--- config.mk ---
export PLATFORM = sky130hd
export DESIGN_NAME = switch_event_recorder_flat
export DESIGN_NICKNAME = d
export VERILOG_FILES = /design/src/ser_pkg.sv /design/src/ser_in_if.sv /design/src/ser_out_if.sv /design/src/ser_core.sv /design/src/ser_outbuf.sv /design/src/switch_event_recorder.sv /design/src/flat_wrapper.sv
export SDC_FILE = /design/constraint.sdc
export NUM_CORES = 1
export LEC_CHECK = 0
export ABC_AREA = 1
export BUFFER_PORTS_ARGS = -buffer_cell sky130_fd_sc_hd__buf_2
export CORE_MARGIN = 2
export CORE_UTILIZATION = 55
export CTS_CLUSTER_DIAMETER = 30
export DETAILED_ROUTE_END_ITERATION = 8
export PLACE_DENSITY = 0.72
export SLEW_MARGIN = 15
export SYNTH_ARGS = -nofsm -noshare
export SYNTH_HDL_FRONTEND = slang
export SYNTH_SLANG_ARGS = --single-unit
--- constraint.sdc ---
create_clock -name clk -period 5.49 [get_ports clk]
set_input_delay 0.549 -clock clk [delete_from_list [all_inputs] [get_ports clk]]
set_output_delay 0.549 -clock clk [all_outputs]
set_load 0.02 [all_outputs]
--- src/ser_pkg.sv ---
// Shared types and constants for the switch event recorder.
// No dependencies; ser_core, ser_outbuf and switch_event_recorder refer to it by scoped names.
`default_nettype none
package ser_pkg;

	typedef enum logic [1:0] {
		MODE_IDLE   = 2'd0,
		MODE_RECORD = 2'd1,
		MODE_UPLOAD = 2'd2
	} mode_t;

	localparam logic [1:0] OP_SAMPLE = 2'd0;
	localparam logic [1:0] OP_TICK   = 2'd1;
	localparam logic [1:0] OP_HOST   = 2'd2;

	localparam logic [1:0] ID_WITH    = 2'd1;
	localparam logic [1:0] ID_THROW   = 2'd2;
	localparam logic [1:0] ID_WITHOUT = 2'd3;

	localparam logic [7:0] OVF_FLAG       = 8'h20;
	localparam logic [7:0] HOLD_MAX       = 8'hFF;
	localparam logic [7:0] LONG_PRESS_RST = 8'd5;
	localparam int         SEC_W          = 16;
	localparam int         ADDR_W         = 13;
	localparam int         USED_W         = 14;

	typedef struct packed {
		logic [1:0] opcode;
		logic       with_pressed;
		logic       throw_pressed;
		logic       without_pressed;
	} item_t;

	typedef struct packed {
		logic              write_valid;
		logic [ADDR_W-1:0] write_addr;
		logic [7:0]        write_byte;
		logic [1:0]        mode;
		logic              led_on;
		logic [7:0]        session;
		logic [USED_W-1:0] entries_used;
		logic              last;
	} result_t;

	typedef struct packed {
		logic    two;
		result_t r0;
		result_t r1;
	} res_pair_t;

endpackage
`default_nettype wire

--- src/ser_in_if.sv ---
// Input channel of the switch event recorder: valid/ready and one item.
// No dependencies.
`default_nettype none
interface ser_in_if;
	logic       valid;
	logic       ready;
	logic [1:0] opcode;
	logic       with_pressed;
	logic       throw_pressed;
	logic       without_pressed;

	modport source (output valid, opcode, with_pressed, throw_pressed, without_pressed,
		input ready);
	modport sink (input valid, opcode, with_pressed, throw_pressed, without_pressed,
		output ready);
endinterface
`default_nettype wire

--- src/ser_out_if.sv ---
// Result channel of the switch event recorder: valid/ready and one result.
// No dependencies.
`default_nettype none
interface ser_out_if;
	logic        valid;
	logic        ready;
	logic        write_valid;
	logic [12:0] write_addr;
	logic [7:0]  write_byte;
	logic [1:0]  mode;
	logic        led_on;
	logic [7:0]  session;
	logic [13:0] entries_used;
	logic        last;

	modport source (output valid, write_valid, write_addr, write_byte, mode, led_on,
		session, entries_used, last, input ready);
	modport sink (input valid, write_valid, write_addr, write_byte, mode, led_on,
		session, entries_used, last, output ready);
endinterface
`default_nettype wire

--- src/ser_core.sv ---
// Recorder state registers and the single-pass next-state and result logic.
// Depends on ser_pkg.
`default_nettype none
module ser_core #(
	parameter int LOG_BYTES  = 8192,
	parameter int DELTA_BITS = 5
) (
	input  wire                   clk,
	input  wire                   arst_n,
	input  wire                   step,
	input  ser_pkg::item_t        item,
	input  wire  [7:0]            long_press,
	output ser_pkg::res_pair_t    res
);
	localparam int ECW = $clog2(LOG_BYTES + 1);
	localparam logic [ECW-1:0] LOG_LIM = ECW'(LOG_BYTES);
	localparam logic [ser_pkg::SEC_W-1:0] DMASK = ser_pkg::SEC_W'((1 << DELTA_BITS) - 1);

	ser_pkg::mode_t                mode_q, mode_d;
	logic                          er_q, er_d;
	logic [1:0]                    sid_q, sid_d;
	logic                          led_q, led_d;
	logic                          hs_q, hs_d;
	logic [7:0]                    hsec_q, hsec_d;
	logic [ser_pkg::SEC_W-1:0]     now_q, now_d;
	logic [ser_pkg::SEC_W-1:0]     prev_q, prev_d;
	logic [7:0]                    sess_q, sess_d;
	logic [ECW-1:0]                ec_q, ec_d;

	logic [1:0]                    nsel;
	logic                          do_log;
	logic [ser_pkg::SEC_W-1:0]     delta;
	logic                          big;
	logic [ECW-1:0]                ec_p1;
	logic                          ok0, ok1;
	logic [7:0]                    byte0, byte1;
	logic [31:0]                   a0_w, a1_w, used_w;

	always_ff @(posedge clk or negedge arst_n) begin
		if (!arst_n) begin
			mode_q <= ser_pkg::MODE_IDLE;
			er_q   <= 1'b0;
			sid_q  <= 2'd0;
			led_q  <= 1'b0;
			hs_q   <= 1'b0;
			hsec_q <= 8'd0;
			now_q  <= '0;
			prev_q <= '0;
			sess_q <= 8'd0;
			ec_q   <= '0;
		end else if (step) begin
			mode_q <= mode_d;
			er_q   <= er_d;
			sid_q  <= sid_d;
			led_q  <= led_d;
			hs_q   <= hs_d;
			hsec_q <= hsec_d;
			now_q  <= now_d;
			prev_q <= prev_d;
			sess_q <= sess_d;
			ec_q   <= ec_d;
		end
	end

	assign nsel  = {1'b0, item.with_pressed} + {1'b0, item.throw_pressed}
		+ {1'b0, item.without_pressed};
	assign delta = now_q - prev_q;
	assign big   = delta > DMASK;
	assign ec_p1 = ec_q + ECW'(1);
	assign byte0 = {sid_q, 6'd0} | (big ? ser_pkg::OVF_FLAG : 8'd0) | 8'(delta & DMASK);
	assign byte1 = 8'(delta >> DELTA_BITS);

	always_comb begin
		mode_d = mode_q;
		er_d   = er_q;
		sid_d  = sid_q;
		led_d  = led_q;
		hs_d   = hs_q;
		hsec_d = hsec_q;
		now_d  = now_q;
		prev_d = prev_q;
		sess_d = sess_q;
		ec_d   = ec_q;
		do_log = 1'b0;
		case (item.opcode)
			ser_pkg::OP_SAMPLE: begin
				if (nsel == 2'd1) begin
					if (!er_q) begin
						sid_d = item.with_pressed ? ser_pkg::ID_WITH :
							(item.without_pressed ? ser_pkg::ID_WITHOUT : ser_pkg::ID_THROW);
						if (mode_q == ser_pkg::MODE_RECORD) begin
							er_d   = 1'b1;
							led_d  = 1'b1;
							hs_d   = 1'b0;
							hsec_d = 8'd0;
						end
					end else if (sid_q == ser_pkg::ID_THROW && led_q) begin
						if (!hs_q) begin
							hs_d   = 1'b1;
							hsec_d = 8'd0;
						end else if (hsec_q >= long_press) begin
							mode_d = ser_pkg::MODE_UPLOAD;
							hsec_d = 8'd0;
							hs_d   = 1'b0;
							led_d  = 1'b0;
							er_d   = 1'b0;
						end
					end else begin
						hs_d   = 1'b0;
						hsec_d = 8'd0;
					end
				end else if (nsel == 2'd0) begin
					led_d = 1'b0;
					if (mode_q == ser_pkg::MODE_RECORD && er_q) begin
						do_log = 1'b1;
						prev_d = now_q;
						er_d   = 1'b0;
					end
				end
				if (mode_q == ser_pkg::MODE_IDLE && item.throw_pressed) begin
					sess_d = sess_q + 8'd1;
					now_d  = '0;
					prev_d = '0;
					hsec_d = 8'd0;
					mode_d = ser_pkg::MODE_RECORD;
				end
			end
			ser_pkg::OP_TICK: begin
				now_d = now_q + ser_pkg::SEC_W'(1);
				if (hs_q && hsec_q != ser_pkg::HOLD_MAX)
					hsec_d = hsec_q + 8'd1;
			end
			ser_pkg::OP_HOST: begin
				if (mode_q == ser_pkg::MODE_UPLOAD)
					mode_d = ser_pkg::MODE_IDLE;
			end
			default: begin
			end
		endcase
		ok0 = do_log && (ec_q < LOG_LIM);
		ok1 = ok0 && big && (ec_p1 < LOG_LIM);
		if (ok1)
			ec_d = ec_q + ECW'(2);
		else if (ok0)
			ec_d = ec_p1;
	end

	assign a0_w   = 32'(ec_q);
	assign a1_w   = 32'(ec_p1);
	assign used_w = 32'(ec_d);

	always_comb begin
		res.two             = ok1;
		res.r0.write_valid  = ok0;
		res.r0.write_addr   = ok0 ? a0_w[ser_pkg::ADDR_W-1:0] : '0;
		res.r0.write_byte   = ok0 ? byte0 : 8'd0;
		res.r0.mode         = mode_d;
		res.r0.led_on       = led_d;
		res.r0.session      = sess_d;
		res.r0.entries_used = used_w[ser_pkg::USED_W-1:0];
		res.r0.last         = !ok1;
		res.r1              = res.r0;
		res.r1.write_valid  = 1'b1;
		res.r1.write_addr   = a1_w[ser_pkg::ADDR_W-1:0];
		res.r1.write_byte   = byte1;
		res.r1.last         = 1'b1;
	end
endmodule
`default_nettype wire

--- src/ser_outbuf.sv ---
// Result register: holds one or two results of an item and hands them out in order.
// Depends on ser_pkg and ser_out_if.
`default_nettype none
module ser_outbuf (
	input  wire                 clk,
	input  wire                 arst_n,
	input  wire                 load,
	input  ser_pkg::res_pair_t  res,
	output logic                free,
	ser_out_if.source           out_ch
);
	logic [1:0]       rem_q;
	logic             hd_q;
	ser_pkg::result_t res0_q, res1_q, cur;
	logic             take;

	assign take = out_ch.valid && out_ch.ready;
	assign free = (rem_q == 2'd0) || (rem_q == 2'd1 && out_ch.ready);
	assign cur  = hd_q ? res1_q : res0_q;

	always_ff @(posedge clk or negedge arst_n) begin
		if (!arst_n) begin
			rem_q <= 2'd0;
			hd_q  <= 1'b0;
		end else if (load) begin
			rem_q <= res.two ? 2'd2 : 2'd1;
			hd_q  <= 1'b0;
		end else if (take) begin
			rem_q <= rem_q - 2'd1;
			hd_q  <= 1'b1;
		end
	end

	always_ff @(posedge clk) begin
		if (load) begin
			res0_q <= res.r0;
			res1_q <= res.r1;
		end
	end

	assign out_ch.valid        = rem_q != 2'd0;
	assign out_ch.write_valid  = cur.write_valid;
	assign out_ch.write_addr   = cur.write_addr;
	assign out_ch.write_byte   = cur.write_byte;
	assign out_ch.mode         = cur.mode;
	assign out_ch.led_on       = cur.led_on;
	assign out_ch.session      = cur.session;
	assign out_ch.entries_used = cur.entries_used;
	assign out_ch.last         = cur.last;
endmodule
`default_nettype wire

--- src/switch_event_recorder.sv ---
// Switch event recorder top level: input register, recorder core, result register.
// An input transaction passes the input register, then the core logic, then the result register.
// Throughput: one item per cycle while the result receiver is ready; an item that logs two bytes
// holds the result register until both of its result transactions are taken.
// Reset (arst_n low): idle mode, all counters zero, hold time register back to 5.
// Depends on ser_pkg, ser_in_if, ser_out_if, ser_core and ser_outbuf.
`default_nettype none
module switch_event_recorder #(
	parameter int LOG_BYTES  = 8192,
	parameter int DELTA_BITS = 5
) (
	input  wire        clk,
	input  wire        arst_n,
	input  wire        cfg_we,
	input  wire  [7:0] cfg_wdata,
	ser_in_if.sink     in_ch,
	ser_out_if.source  out_ch
);
	logic               valid_s1;
	ser_pkg::item_t     item_s1;
	logic [7:0]         long_press_q;
	logic               free;
	logic               step;
	ser_pkg::res_pair_t res;

	assign step        = valid_s1 && free;
	assign in_ch.ready = !valid_s1 || step;

	always_ff @(posedge clk or negedge arst_n) begin
		if (!arst_n) begin
			valid_s1     <= 1'b0;
			long_press_q <= ser_pkg::LONG_PRESS_RST;
		end else begin
			if (in_ch.valid && in_ch.ready)
				valid_s1 <= 1'b1;
			else if (step)
				valid_s1 <= 1'b0;
			if (cfg_we)
				long_press_q <= cfg_wdata;
		end
	end

	always_ff @(posedge clk) begin
		if (in_ch.valid && in_ch.ready) begin
			item_s1.opcode          <= in_ch.opcode;
			item_s1.with_pressed    <= in_ch.with_pressed;
			item_s1.throw_pressed   <= in_ch.throw_pressed;
			item_s1.without_pressed <= in_ch.without_pressed;
		end
	end

	ser_core #(
		.LOG_BYTES  (LOG_BYTES),
		.DELTA_BITS (DELTA_BITS)
	) u_core (
		.clk        (clk),
		.arst_n     (arst_n),
		.step       (step),
		.item       (item_s1),
		.long_press (long_press_q),
		.res        (res)
	);

	ser_outbuf u_outbuf (
		.clk    (clk),
		.arst_n (arst_n),
		.load   (step),
		.res    (res),
		.free   (free),
		.out_ch (out_ch)
	);
endmodule
`default_nettype wire

--- src/flat_wrapper.sv ---
// flat-port wrapper written by rule: the top's interface ports become plain ports
module switch_event_recorder_flat 
#(
	parameter int LOG_BYTES  = 8192,
	parameter int DELTA_BITS = 5
)
  (clk, arst_n, cfg_we, cfg_wdata, in_ch_valid, in_ch_opcode, in_ch_with_pressed, in_ch_throw_pressed, in_ch_without_pressed, in_ch_ready, out_ch_valid, out_ch_write_valid, out_ch_write_addr, out_ch_write_byte, out_ch_mode, out_ch_led_on, out_ch_session, out_ch_entries_used, out_ch_last, out_ch_ready);
  ser_in_if in_ch_i ();
  ser_out_if out_ch_i ();
  input  wire clk;
  input  wire arst_n;
  input  wire cfg_we;
  input  wire  [7:0] cfg_wdata;
  input wire logic [$bits(in_ch_i.valid)-1:0] in_ch_valid;
  input wire logic [$bits(in_ch_i.opcode)-1:0] in_ch_opcode;
  input wire logic [$bits(in_ch_i.with_pressed)-1:0] in_ch_with_pressed;
  input wire logic [$bits(in_ch_i.throw_pressed)-1:0] in_ch_throw_pressed;
  input wire logic [$bits(in_ch_i.without_pressed)-1:0] in_ch_without_pressed;
  output wire logic [$bits(in_ch_i.ready)-1:0] in_ch_ready;
  output wire logic [$bits(out_ch_i.valid)-1:0] out_ch_valid;
  output wire logic [$bits(out_ch_i.write_valid)-1:0] out_ch_write_valid;
  output wire logic [$bits(out_ch_i.write_addr)-1:0] out_ch_write_addr;
  output wire logic [$bits(out_ch_i.write_byte)-1:0] out_ch_write_byte;
  output wire logic [$bits(out_ch_i.mode)-1:0] out_ch_mode;
  output wire logic [$bits(out_ch_i.led_on)-1:0] out_ch_led_on;
  output wire logic [$bits(out_ch_i.session)-1:0] out_ch_session;
  output wire logic [$bits(out_ch_i.entries_used)-1:0] out_ch_entries_used;
  output wire logic [$bits(out_ch_i.last)-1:0] out_ch_last;
  input wire logic [$bits(out_ch_i.ready)-1:0] out_ch_ready;
  assign in_ch_i.valid = in_ch_valid;
  assign in_ch_i.opcode = in_ch_opcode;
  assign in_ch_i.with_pressed = in_ch_with_pressed;
  assign in_ch_i.throw_pressed = in_ch_throw_pressed;
  assign in_ch_i.without_pressed = in_ch_without_pressed;
  assign in_ch_ready = in_ch_i.ready;
  assign out_ch_valid = out_ch_i.valid;
  assign out_ch_write_valid = out_ch_i.write_valid;
  assign out_ch_write_addr = out_ch_i.write_addr;
  assign out_ch_write_byte = out_ch_i.write_byte;
  assign out_ch_mode = out_ch_i.mode;
  assign out_ch_led_on = out_ch_i.led_on;
  assign out_ch_session = out_ch_i.session;
  assign out_ch_entries_used = out_ch_i.entries_used;
  assign out_ch_last = out_ch_i.last;
  assign out_ch_i.ready = out_ch_ready;
  switch_event_recorder #(.LOG_BYTES(LOG_BYTES), .DELTA_BITS(DELTA_BITS)) u_core (.clk(clk), .arst_n(arst_n), .cfg_we(cfg_we), .cfg_wdata(cfg_wdata), .in_ch(in_ch_i), .out_ch(out_ch_i));
endmodule
Word level (Yosys, flattened, before mapping)

Cells that the tools add are included.

Flip-flop bits (word level): 155
Bits in latches: 0
RAM bits: 0
Bits in read-only memories: 0
Input bits: 18
Logic and storage cells: 153
Memories: 0

Add/sub/neg operators: 9
$mul: 0
Divide/modulo/power cells: 0
Magnitude comparators: 4
Eq/ne operators: 14
Shift operators: 0
Multiplexer cells: 61
Bitwise logic cells: 3
Reduce and logical (&&, ||, !) cells: 34

Operator list:

| operator                                                               | number |
|---|---|
| 16-bit two-way mux                                                     | 5 |
| 8-bit two-way mux                                                      | 10 |
| 48-bit two-way mux                                                     | 1 |
| 16-bit case mux with 2 select lines                                    | 1 |
| 14-bit < comparator (second input constant)                            | 2 |
| 1-bit two-way mux                                                      | 28 |
| 14-bit two-way mux                                                     | 2 |
| 2-bit two-way mux                                                      | 11 |
| 2-bit nonzero test                                                     | 9 |
| 16-bit by 1-bit adder with 16-bit output (second input constant)       | 1 |
| 8-bit by 1-bit adder with 8-bit output (second input constant)         | 2 |
| 16-bit by 5-bit > comparator with 1-bit output (second input constant) | 1 |
| 8-bit case mux with 2 select lines                                     | 1 |
| 16-bit subtractor                                                      | 1 |
| 14-bit by 1-bit adder with 14-bit output (second input constant)       | 1 |
| 14-bit by 2-bit adder with 14-bit output (second input constant)       | 1 |
| 4-bit AND reduction                                                    | 3 |
| 1-bit logical AND                                                      | 11 |
| 2-bit by 1-bit == test with 1-bit output (second input constant)       | 4 |
| 8-bit >= comparator                                                    | 1 |
| 2-bit logical NOT                                                      | 4 |
| 8-bit inequality test (second input constant)                          | 1 |
| 8-bit by 5-bit OR with 8-bit output                                    | 1 |
| 8-bit by 6-bit OR with 8-bit output                                    | 1 |
| other kinds (17)                                                       | 22 |

Depth between registers and ports, before layout

Depth after elaboration: 11
Depth in mapped cells: 19
Depth with buffers taken out: 19

Cells and area by module

A second synthesis with hierarchy kept.

Cells, all modules: 1184
Area total of the unflattened synthesis: 10024.6 µm²

Modules (own cells, without submodules):

| module                | times used | cells an instance | area each (µm²) | seq. area each (µm²) |
|---|---|---|---|---|
| ser_core              | 1          | 861               | 5835.6          | 1726.7 |
| ser_outbuf            | 1          | 277               | 3672.3          | 2957.8 |
| switch_event_recorder | 1          | 46                | 516.7           | 377.9 |

Least setup slack after synthesis

No wires, ideal clock.

Path kind: register -> register
Start point: register u_core.u_outbuf.rem_q[0]
End point: register u_core.u_outbuf.res0_q[0] (netlist name), enable pin
Library setup time: 460 ps
Arrival: 3118 ps
Required time: 5030 ps
Slack: 1911 ps
Cell stages (with the launch flop): 8
Path buffers: 1
Clock period less this slack: 3579 ps
Path through: dfrtp_1 inv_1 ha_1 a21oi_1 inv_1 nand2_1 inv_1 clkbuf_1

Cells in the longest elaborated chain, start to end: 4
Elaborated cells between the ends (all ways): 5

RTL lines:

| what                                     | RTL line                    | source |
|---|---|---|
| start, declared                          | ser_outbuf.sv:12            | `logic [1:0] rem_q;` |
| start signal, assigned                   | ser_outbuf.sv:26            | `rem_q <= res.two ? 2'd2 : 2'd1;` |
| start signal, assigned                   | ser_outbuf.sv:29            | `rem_q <= rem_q - 2'd1;` |
| 2-bit by 1-bit == test with 1-bit output | ser_outbuf.sv:18            | `assign free = (rem_q == 2'd0) \|\| (rem_q == 2'd1 && out_ch.ready);` |
| 1-bit logical AND                        | ser_outbuf.sv:18            |  |
| 1-bit logical OR *                       | ser_outbuf.sv:18            |  |
| 1-bit logical AND *                      | switch_event_recorder.sv:26 | `assign step = valid_s1 && free;` |
| via u_core.step                          | switch_event_recorder.sv:23 | `logic step;` |
| end signal, assigned                     | ser_outbuf.sv:36            | `res0_q <= res.r0;` |
| end, declared                            | ser_outbuf.sv:14            | `ser_pkg::result_t res0_q, res1_q, cur;` |

Mark *: on every way through the listed nets, which the timed path passes. The rest lies on a longest branch.
A chain may end at the register's enable or synchronous reset.

==> impl_metrics.toml <==
[outcome]
run_status = "finished clean"

[clock_tree]
cts_root_buffer = "sky130_fd_sc_hd__clkbuf_16"
worstSkewPairLatency_ns = 0.43
post_cts_resize_count = 0
tritoncts = "done"
post_cts_hold_buffer_count = 0
htreeDepth = 4
max-clock-path-buffers = 2
cts-buffers-inserted = 17
postCtsSetupRepairBufs = 0
cts.sinks = 155
clk_transition_reported_paths_ns = 0.06

[synthesis]
proportion_of_synthesized_chip_area_in_sequential_cells = 0.4812
simple_gate_share_of_the_synthesized_area = 0.2668
synth_compound_area_frac = 0.06443
postSynthRegisterBits = 155
muxShareOfSynthArea = 0.001274
post_synth_inst_count = 1060
mappedNetlistArea_mm2 = 0.008836
mappedNetlistNets = 1111
dominant_combinational_cell_family_by_area_after_synthesis = "simple AND/OR/NAND/NOR gates"
syn-mean-instance-area_um2 = 8.336
synth_cell_type_count = 47
yosys.area_share.adder = 0.04843
synth-xor-area-share = 0.02875
ys_warn_count = 0

[detailed_routing]
via_count = 6769
detail_route.drc_violations = 0
post_drt_wl_per_cell_um = 13.80
number_of_iterations_in_the_first_detailed_routing_pass = 5
number_of_drc_violations_after_detailed_routing_iteration_0 = 630
drt.antenna.violating_nets = 0
viasPerCell = 5.097
route.final.wire_length_um = 18330

[cells_and_area]
fillers = 1418
layout.nets = 1150
final-instance-count-excl-fill = 1328
area_delta_synth_final_pct = 9.431
insertedDiodeCount = 0
layout-drive-gt1-share = 0.1268
final_area_mm2 = 0.009669

[power_and_ir_drop]
leakagePower_uw = 0.004672
power.switching_fraction = 0.4198
sequentialPowerShare = 0.371
cell_internal_pwr_uw = 3006
p_clk_frac = 0.214
pwr-share-comb = 0.415
ir_worst_vdd_mv = 0.2534
total_power_divided_by_cell_area_mw_per_mm2 = 535.9
power.switching_uw = 2175

[global_routing]
grt_start_max_net_pins = 84
grt_pass1_wl_um = 30530
via_count_of_the_first_global_routing_pass = 6293
overflow = 0
grt-busiest-layer = "met2"
global_route.usage.met1 = 0.3041
initial_antenna_violation_count = 0
use_met3 = 0.03950
globalRouteMet2Util = 0.3842
grt_usage = 0.2296

[floorplanning]
floorplan.io_pins = 68
start_util = 0.5603
dieWidth_um = 130.8
placeableCoreArea_mm2 = 0.01577
placement_rows = 46
dieArea_mm2 = 0.01710
die_height_um = 130.8

[place]
dpl.hpwl_um = 12990
routabilityCongestion = 0.8834
port_buffers = 67
placed_cell_area_mm2 = 0.009111
post-place-cells = 1296

[critical_path]
setup.worst_path.class = "flip-flop to flip-flop"
start_kind = "flip-flop"
cp-end-kind = "flip-flop"
worst_ep_required_time_ns = 5.65
crit_path_max_fanout = 34
cp_data_arrival_time_ns = 3.69

[timing]
fin_setup_tns_ns = 0
slew_viol_final = 0
fin_crit_sh = 0.6425
fmax_mhz = 283.5
timing_worst_slew_pin_value_ns = 1.050
rsz0062_at_grt = "false"
timing.final.setup_violations = 0
worst_slew_margin_rel = 0.2984
worst_hold_slack_ns = 0.1796
clock_skew_ns = 0.009044
final-hold-violation-count = 0
timing.final.crit_period_ns = 3.527

[min_path]
min_path_type = "primary input to asynchronous set/reset pin"

[job]
max_cap_violations = 0
[worst max-delay path: stages (launching register included)]
cell	delay [ns]
sky130_fd_sc_hd__edfxtp_1	0.36
sky130_fd_sc_hd__inv_1	0.06
sky130_fd_sc_hd__fa_1	0.52
sky130_fd_sc_hd__inv_1	0.04
sky130_fd_sc_hd__nor2_1	0.15
sky130_fd_sc_hd__nand3_2	0.58
sky130_fd_sc_hd__inv_1	0.85
sky130_fd_sc_hd__nand3_4	0.43
sky130_fd_sc_hd__nand2_1	0.16
sky130_fd_sc_hd__nand2_1	0.11
[per-stage QoR]
stage	setup slack, ns	util	power, uW
2_1_floorplan	1.911	-	3566
3_3_place_gp	2.086	0.5778	4039
3_5_place_dp	1.980	0.5778	4097
4_1_cts	1.964	0.6129	5217
5_1_grt	1.597	0.6131	5601
6_report	1.963	0.6131	5182
[worst paths after layout]
| check | from | to | slack, ns | depth (start not counted) |
|---|---|---|---|---|
| worst min-delay path | arst_n | u_core.long_press_q[5] | 0.18 | 1 |
| worst max-delay path | u_core.item_s1[1] | u_core.u_outbuf.res1_q[7] | 1.96 | 9 |
| worst min register to register | u_core.long_press_q[2] | u_core.long_press_q[2] | 0.49 | 2 |
| min in group clk | in_ch_opcode[0] | u_core.item_s1[3] | 0.29 | 1 |
| worst max register to register | u_core.item_s1[1] | u_core.u_outbuf.res1_q[7] | 1.96 | 9 |
| max in group asynchronous | arst_n | u_core.u_core.ec_q[0] | 4.80 | 1 |
[area by class of cell]
class                   instances  area, um^2  area share
flip-flops and latches        155        4252      0.4397
multi-input cells             692        3620      0.3744
inverters                     164       616.8     0.06379
clock buffers                  20       456.7     0.04723
repair buffers                 69       356.6     0.03688
well taps                     216       270.3     0.02795
clock inverters                12       97.59     0.01009
[logic make-up (layout without fill, tap and decap cells)]
logic type      count (synthesis)  after routing
compound gates                108            108
mux                             1              1
fa+ha+maj                      33             33
xor+xnor                       29             29
flops                         155            155
simple gates                  521            521
buf+inv                       213            265
[registers in the layout, summed over array words and instances (netlist names)]
signal,cells
u_core.u_outbuf.res0_q,23
u_core.u_outbuf.hd_q,1
u_core.u_core.hsec_q,8
u_core.valid_s1,1
u_core.u_core.sid_q,2
u_core.u_core.hs_q,1
u_core.u_core.prev_q,16
u_core.u_core.sess_q,8
u_core.u_core.ec_q,14
u_core.u_outbuf.rem_q,2
u_core.long_press_q,8
u_core.u_outbuf.res1_q,46
u_core.u_core.now_q,16
u_core.item_s1,5
u_core.u_core.mode_q,2
u_core.u_core.led_q,1
u_core.u_core.er_q,1
[routing by layer]
metal	up-vias	wire (um)
met5	-	0
met4	0	361
met3	29	534
met2	140	9031
met1	3131	8401
li1	3469	-
[cells in the mapped netlist, drive strengths merged]
| library cell | count | area share |
|---|---|---|
| fa | 2 | 0.0045 |
| o2111ai | 1 | 0.00099 |
| nand2 | 319 | 0.14 |
| nand4 | 31 | 0.023 |
| o21ai | 68 | 0.039 |
| clkinv | 1 | 0.00042 |
| edfxtp | 74 | 0.25 |
| nor3b | 3 | 0.0025 |
| a211oi | 1 | 0.00085 |
| clkbuf | 17 | 0.013 |
| o211ai | 1 | 0.00085 |
| a21oi | 30 | 0.017 |
| xor2 | 28 | 0.028 |
| or2 | 3 | 0.0021 |
| ha | 31 | 0.044 |
| dfrtp | 79 | 0.22 |
| a31o | 1 | 0.00099 |
| a22oi | 1 | 0.00085 |
| nor3 | 17 | 0.011 |
| xnor2 | 1 | 0.00099 |
| o22ai | 2 | 0.0014 |
| nand3b | 5 | 0.0042 |
| dfstp | 2 | 0.0059 |
| nor4 | 3 | 0.0038 |
| nand3 | 65 | 0.040 |
| mux2 | 1 | 0.0013 |
| inv | 163 | 0.069 |
| o21a | 3 | 0.0025 |
| nor2 | 64 | 0.031 |
| and2 | 11 | 0.0078 |
| buf | 32 | 0.027 |
[power by group through the flow]
stage / clock (uW) / combinational (uW) / sequential, uW
2_1_floorplan: 0 / 1670 / 1900
3_3_place_gp: 0 / 2100 / 1940
3_5_place_dp: 0 / 2150 / 1950
4_1_cts: 1130 / 2170 / 1920
5_1_grt: 1170 / 2460 / 1970
6_report: 1110 / 2150 / 1920
[cells in the final DEF (no fill, tap or decap), types with 17 or more instances in the layout]
cell and instances:
sky130_fd_sc_hd__ha_1 31, sky130_fd_sc_hd__clkbuf_16 17, sky130_fd_sc_hd__nand4_1 30, sky130_fd_sc_hd__a21oi_1 29, sky130_fd_sc_hd__o21ai_0 67, sky130_fd_sc_hd__nor2_1 55
sky130_fd_sc_hd__nand2_1 306, sky130_fd_sc_hd__edfxtp_1 74, sky130_fd_sc_hd__nand3_1 60, sky130_fd_sc_hd__xor2_1 28, sky130_fd_sc_hd__dfrtp_1 79, sky130_fd_sc_hd__buf_2 66
sky130_fd_sc_hd__inv_1 156
Note: power is estimated with default switching activity, not from simulation.
